### src/rtl/wstp_pkg.sv
// Shared types, constants and codes for the weighted sorted-table picker.
package wstp_pkg;

  localparam int unsigned TableDepth = 4096;
  localparam int unsigned KeyW       = 64;
  localparam int unsigned MoveW      = 16;
  localparam int unsigned WeightW    = 16;
  localparam int unsigned RandW      = 31;
  localparam int unsigned CountW     = 13;
  localparam int unsigned IdxOutW    = 12;
  localparam int unsigned StatusW    = 2;
  // run of equal keys can cover the whole table: sum of weights
  localparam int unsigned SumW       = 32;

  localparam logic [StatusW-1:0] StFound  = 2'd0;
  localparam logic [StatusW-1:0] StEmpty  = 2'd1;
  localparam logic [StatusW-1:0] StAbsent = 2'd2;
  localparam logic [StatusW-1:0] StZero   = 2'd3;

  localparam logic FuncLoad  = 1'b0;
  localparam logic FuncQuery = 1'b1;

  typedef enum logic [3:0] {
    S_IDLE,
    S_SEARCH,
    S_SRCH_WAIT,
    S_CHECK,
    S_SUM,
    S_SUM_WAIT,
    S_DIV,
    S_PICK,
    S_PICK_WAIT,
    S_OUT
  } state_t;

  // controller -> datapath
  typedef struct packed {
    logic capture;     // latch request
    logic do_load;     // write request into table
    logic srch_init;
    logic srch_read;   // read mid
    logic srch_step;   // narrow range
    logic scan_init;   // pos <= first, acc <= 0
    logic scan_read;
    logic scan_acc;    // add weight, advance pos
    logic div_init;
    logic div_step;
    logic set_result;
    logic [StatusW-1:0] res_status;
    logic res_move;    // take move from read data
  } cmd_t;

  // datapath -> controller
  typedef struct packed {
    logic is_query;
    logic count_zero;
    logic srch_done;    // no probe pending and lo >= hi
    logic key_hit;      // read key equals searched key
    logic pos_end;      // pos >= count
    logic sum_zero;
    logic div_done;
    logic run_reached;  // run + weight >= target
  } stat_t;

endpackage

### src/rtl/wstp_ctrl.sv
// Controller state machine for the weighted sorted-table picker.
module wstp_ctrl (
  input  logic             clk,
  input  logic             rst,
  input  logic             in_fire,
  output logic             in_ready,
  output logic             res_load,
  input  logic             res_free,
  input  wstp_pkg::stat_t  st,
  output wstp_pkg::cmd_t   cmd
);

  wstp_pkg::state_t state, state_next;

  always_ff @(posedge clk) begin
    if (rst) begin
      state <= wstp_pkg::S_IDLE;
    end else begin
      state <= state_next;
    end
  end

  always_comb begin
    state_next = state;
    unique case (state)
      wstp_pkg::S_IDLE:      if (in_fire) state_next = wstp_pkg::S_SEARCH;
      wstp_pkg::S_SEARCH: begin
        if (!st.is_query || st.count_zero) begin
          state_next = wstp_pkg::S_OUT;
        end else begin
          state_next = wstp_pkg::S_SRCH_WAIT;
        end
      end
      wstp_pkg::S_SRCH_WAIT: begin
        if (st.srch_done) state_next = wstp_pkg::S_CHECK;
      end
      wstp_pkg::S_CHECK: begin
        state_next = st.key_hit ? wstp_pkg::S_SUM : wstp_pkg::S_OUT;
      end
      wstp_pkg::S_SUM: begin
        if (st.pos_end) begin
          state_next = st.sum_zero ? wstp_pkg::S_OUT : wstp_pkg::S_DIV;
        end else begin
          state_next = wstp_pkg::S_SUM_WAIT;
        end
      end
      wstp_pkg::S_SUM_WAIT: begin
        if (st.key_hit) begin
          state_next = wstp_pkg::S_SUM;
        end else begin
          state_next = st.sum_zero ? wstp_pkg::S_OUT : wstp_pkg::S_DIV;
        end
      end
      wstp_pkg::S_DIV:       if (st.div_done) state_next = wstp_pkg::S_PICK;
      wstp_pkg::S_PICK: begin
        state_next = st.pos_end ? wstp_pkg::S_OUT : wstp_pkg::S_PICK_WAIT;
      end
      wstp_pkg::S_PICK_WAIT: begin
        if (!st.key_hit || st.run_reached) begin
          state_next = wstp_pkg::S_OUT;
        end else begin
          state_next = wstp_pkg::S_PICK;
        end
      end
      wstp_pkg::S_OUT:       if (res_free) state_next = wstp_pkg::S_IDLE;
      default:               state_next = wstp_pkg::S_IDLE;
    endcase
  end

  always_comb begin
    cmd = '0;
    in_ready = 1'b0;
    res_load = 1'b0;
    unique case (state)
      wstp_pkg::S_IDLE: begin
        in_ready = 1'b1;
        cmd.capture = in_fire;
      end
      wstp_pkg::S_SEARCH: begin
        cmd.srch_init = 1'b1;
        cmd.set_result = 1'b1;
        if (!st.is_query) begin
          cmd.do_load = 1'b1;
          cmd.res_status = wstp_pkg::StFound;
        end else begin
          cmd.res_status = st.count_zero ? wstp_pkg::StEmpty : wstp_pkg::StAbsent;
        end
      end
      wstp_pkg::S_SRCH_WAIT: begin
        // read mid, then narrow on the registered key before the next probe
        cmd.srch_step = 1'b1;
        cmd.srch_read = 1'b1;
      end
      wstp_pkg::S_CHECK: begin
        cmd.scan_init = 1'b1;
      end
      wstp_pkg::S_SUM: begin
        cmd.scan_read = !st.pos_end;
        if (st.pos_end) begin
          cmd.set_result = st.sum_zero;
          cmd.res_status = wstp_pkg::StZero;
          cmd.div_init = !st.sum_zero;
        end
      end
      wstp_pkg::S_SUM_WAIT: begin
        cmd.scan_acc = st.key_hit;
        if (!st.key_hit) begin
          cmd.set_result = st.sum_zero;
          cmd.res_status = wstp_pkg::StZero;
          cmd.div_init = !st.sum_zero;
        end
      end
      wstp_pkg::S_DIV: begin
        cmd.div_step = 1'b1;
        cmd.scan_init = st.div_done;
      end
      wstp_pkg::S_PICK: begin
        cmd.scan_read = !st.pos_end;
      end
      wstp_pkg::S_PICK_WAIT: begin
        cmd.scan_acc = st.key_hit;
        if (st.key_hit && st.run_reached) begin
          cmd.set_result = 1'b1;
          cmd.res_status = wstp_pkg::StFound;
          cmd.res_move = 1'b1;
        end
      end
      wstp_pkg::S_OUT: begin
        res_load = res_free;
      end
      default: ;
    endcase
  end

endmodule

### config.mk
export PLATFORM = sky130hd
export DESIGN_NAME = wstp_ctrl
export DESIGN_NICKNAME = d
export VERILOG_FILES = /design/src/rtl/wstp_pkg.sv /design/src/rtl/wstp_ctrl.sv
export SDC_FILE = /design/constraint.sdc
export NUM_CORES = 1
export LEC_CHECK = 0
export BUFFER_PORTS_ARGS = -buffer_cell sky130_fd_sc_hd__buf_4
export CORE_AREA = 5 5 42 44
export DETAILED_ROUTE_END_ITERATION = 8
export DIE_AREA = 0 0 47 49
export PLACE_DENSITY = 0.75
export SYNTH_ARGS = -nofsm -noshare
export SYNTH_HDL_FRONTEND = slang
export SYNTH_SLANG_ARGS = --single-unit
export TNS_END_PERCENT = 1
### constraint.sdc
create_clock -name clk -period 3.1 [get_ports clk]
set_clock_uncertainty 0.05 [all_clocks]
set_input_delay 0.155 -clock clk [delete_from_list [all_inputs] [get_ports clk]]
set_output_delay 0.155 -clock clk [all_outputs]
set_load 0.01 [all_outputs]
==> reports/metrics.yaml <==
fin_crit_ns: 2.11
dp.cells: 119
die-area_mm2: 0.00230
worstHoldPathType: "in2reg"
synth_xor_area_frac: 0
synth_compound_area_frac: 0.271
max_freq_ghz: 0.473
cts_root_buf: "clkbuf_4"
top_register: "state"
worstReg2RegStart: "state[0]"
synth.avg_cell_area_um2: 6.93
grt-ovfl-total: 0
syn_area_um2: 568
switching_share: 0.449
cts_setup_buffers: 0
crit_type: "reg2out"
max_cap_viol_count: 0
synthSimpleGateAreaFrac: 0.493
power_switching_uw: 208
drive_gt1_frac: 0.302
worstPathArrival_ns: 1.91
diodes: 0
drt_iter0_drc: 22
grt_usage: 0.169
ys_warn_count: 0
clk_latency_ns: 0.24
setup_viol: 0
path_clk_slew_ns: 0.04
post-route-period-util: 0.682
dp_hpwl_mm: 1.38
critPathRequiredTime_ns: 2.89
antenna_found_initial: 0
seq_area_frac_synth: 0.141
pin_count: 28
drc_errors: 0
vdd_drop_max_mv: 0.276
synth-edff-count: 0
synth_flop_cell: "dfxtp_1"
async_flop_share: 0
synthCells: 82
ctsHoldBuffers: 0
synthMuxAreaShare: 0
synth_top_family_by_area: "simple AND/OR/NAND/NOR gates"
cts_made_buffers: 3
power_density_mw_per_mm2: 596
largest_reg_flops: 4
num_rows: 14
worstHoldStart: "rst"
grt_max_degree: 24
rsz0062_at_grt: "false"
worst_slew_pin_slew_ns: 0.655
ys_types: 39
relSlewSlack: 0.563
start_util: 0.405
coreArea_mm2: 0.00140
filler_cell_count: 145
grt_pass1_vias: 637
final.setup.tns_ns: 0
startpoint_type: "flop"
combinationalPowerShare: 0.594
grt_pass1_wl_mm: 2.86
instances_no_fill: 122
crit_path_end_kind: "primary output"
layout.nets: 120
viasPerCell: 5.98
fin_area_um2: 778
post_cts_resize_count: 0
drt.antenna.violating_nets: 0
postRouteWirelength_mm: 1.78
ys_ff_latch: 4
placed_area_um2: 756
syn_nets: 94
p_leak_uw: 0.000339
clockPowerShare: 0.143
port_buffers: 27
crit_path_start: "state[0]"
pwr-share-seq: 0.264
htree_levels: 1
dr.pass1.iters: 4
clock_path_buffers: 2
die_w_um: 47
gp_congestion: 0.945
num_vias: 730
cts.sinks: 4
outcome: "finished, final reports clean"
synthAdderAreaFrac: 0
cts_tree: "built"
largest_registers: "state: 4 flops"
drv_slew: 0
hold_viol: 0
routedWlPerCell_um: 14.6
internal_power_uw: 255
areaGrowthSynthToFinish_pct: 37.0
die_h_um: 49
crit_path_max_fanout: 23
==> through the flow <==
stage / worst slack (ns) / util / power, µW / hold slack [ns]
2_1_floorplan: 1.60 / - / 290 / 0.174
3_3_place_gp: 1.33 / 0.539 / 387 / 0.314
3_5_place_dp: 1.27 / 0.539 / 394 / 0.316
4_1_cts: 0.996 / 0.555 / 464 / 0.0671
5_1_grt: 0.847 / 0.555 / 503 / 0.0592
6_report: 0.987 / 0.555 / 464 / 0.0685
==> power groups by stage <==
stage	clock network, µW	registers, µW	logic (µW)
after floorplan	0	78.4	212
after global placement	0	119	267
after detailed placement	0	120	275
after CTS	67.7	119	277
after global routing	75.3	127	301
final	66.1	122	275
==> synth_stat cells, drive strengths merged (2+ instances only) <==
library cell | instances | share of area
nor2 | 8 | 0.057
nand2b | 7 | 0.077
buf | 6 | 0.062
nand2 | 6 | 0.040
inv | 5 | 0.033
dfxtp | 4 | 0.14
nor2b | 4 | 0.044
o21ai | 4 | 0.035
and2 | 3 | 0.033
a211oi | 2 | 0.026
a21oi | 2 | 0.018
a31oi | 2 | 0.022
nand3 | 2 | 0.018
nand3b | 2 | 0.026
nor3 | 2 | 0.018
nor3b | 2 | 0.026
nor4 | 2 | 0.022
nor4b | 2 | 0.042
==> final cells by class <==
class | count | area [µm²] | share of cell area
Tap cell | 16 | 20.0 | 0.0257
Sequential cell | 4 | 80.1 | 0.103
Timing Repair Buffer | 27 | 203 | 0.260
Clock buffer | 3 | 22.5 | 0.0289
Inverter | 5 | 18.8 | 0.0241
Multi-Input combinational cell | 67 | 434 | 0.558
==> routing by layer <==
metal,part of all wire,global-route usage
met2,0.46,0.244
met1,0.38,0.208
met5,0,0
met3,0.11,0.0443
met4,0.038,0.115
==> final timing paths <==
path | to | slack [ns] | depth (start not counted)
setup / recovery | cmd[3] | 0.99 | 4
hold / removal | state[3] | 0.07 | 2
setup reg to reg | state[0] | 1.26 | 4
hold reg to reg | state[0] | 0.73 | 2
==> placed cells by master (no fill, tap or decap), drive strengths merged <==
cell,instances
or2b,1
nor4,2
nand3,2
a211o,1
a2111oi,1
a32oi,1
nor2b,4
or4,1
a32o,1
and3,1
nor4b,2
a21oi,2
nand3b,2
buf,27
and3b,1
inv,5
o22ai,1
o311a,1
dfxtp,4
and2,3
nand2b,7
nand2,6
a21o,1
nor3b,2
nor3,2
clkbuf,3
a211oi,2
o311ai,1
nor2,8
and4b,1
o21ai,4
nand4bb,1
o221a,1
o31a,1
a31oi,2
a21boi,1
==> logic make-up after synthesis <==
group           count (synthesis)
compound gates                 21
flops                           4
buf+inv                        11
simple gates                   46
==> worst max-delay path: stages, from the launching register on <==
cell and delay [ns]:
dfxtp_1 0.73, or2b_1 0.28, a211o_1 0.32, o21ai_0 0.18
buf_4 0.15
(Power assumes the default switching activity.)
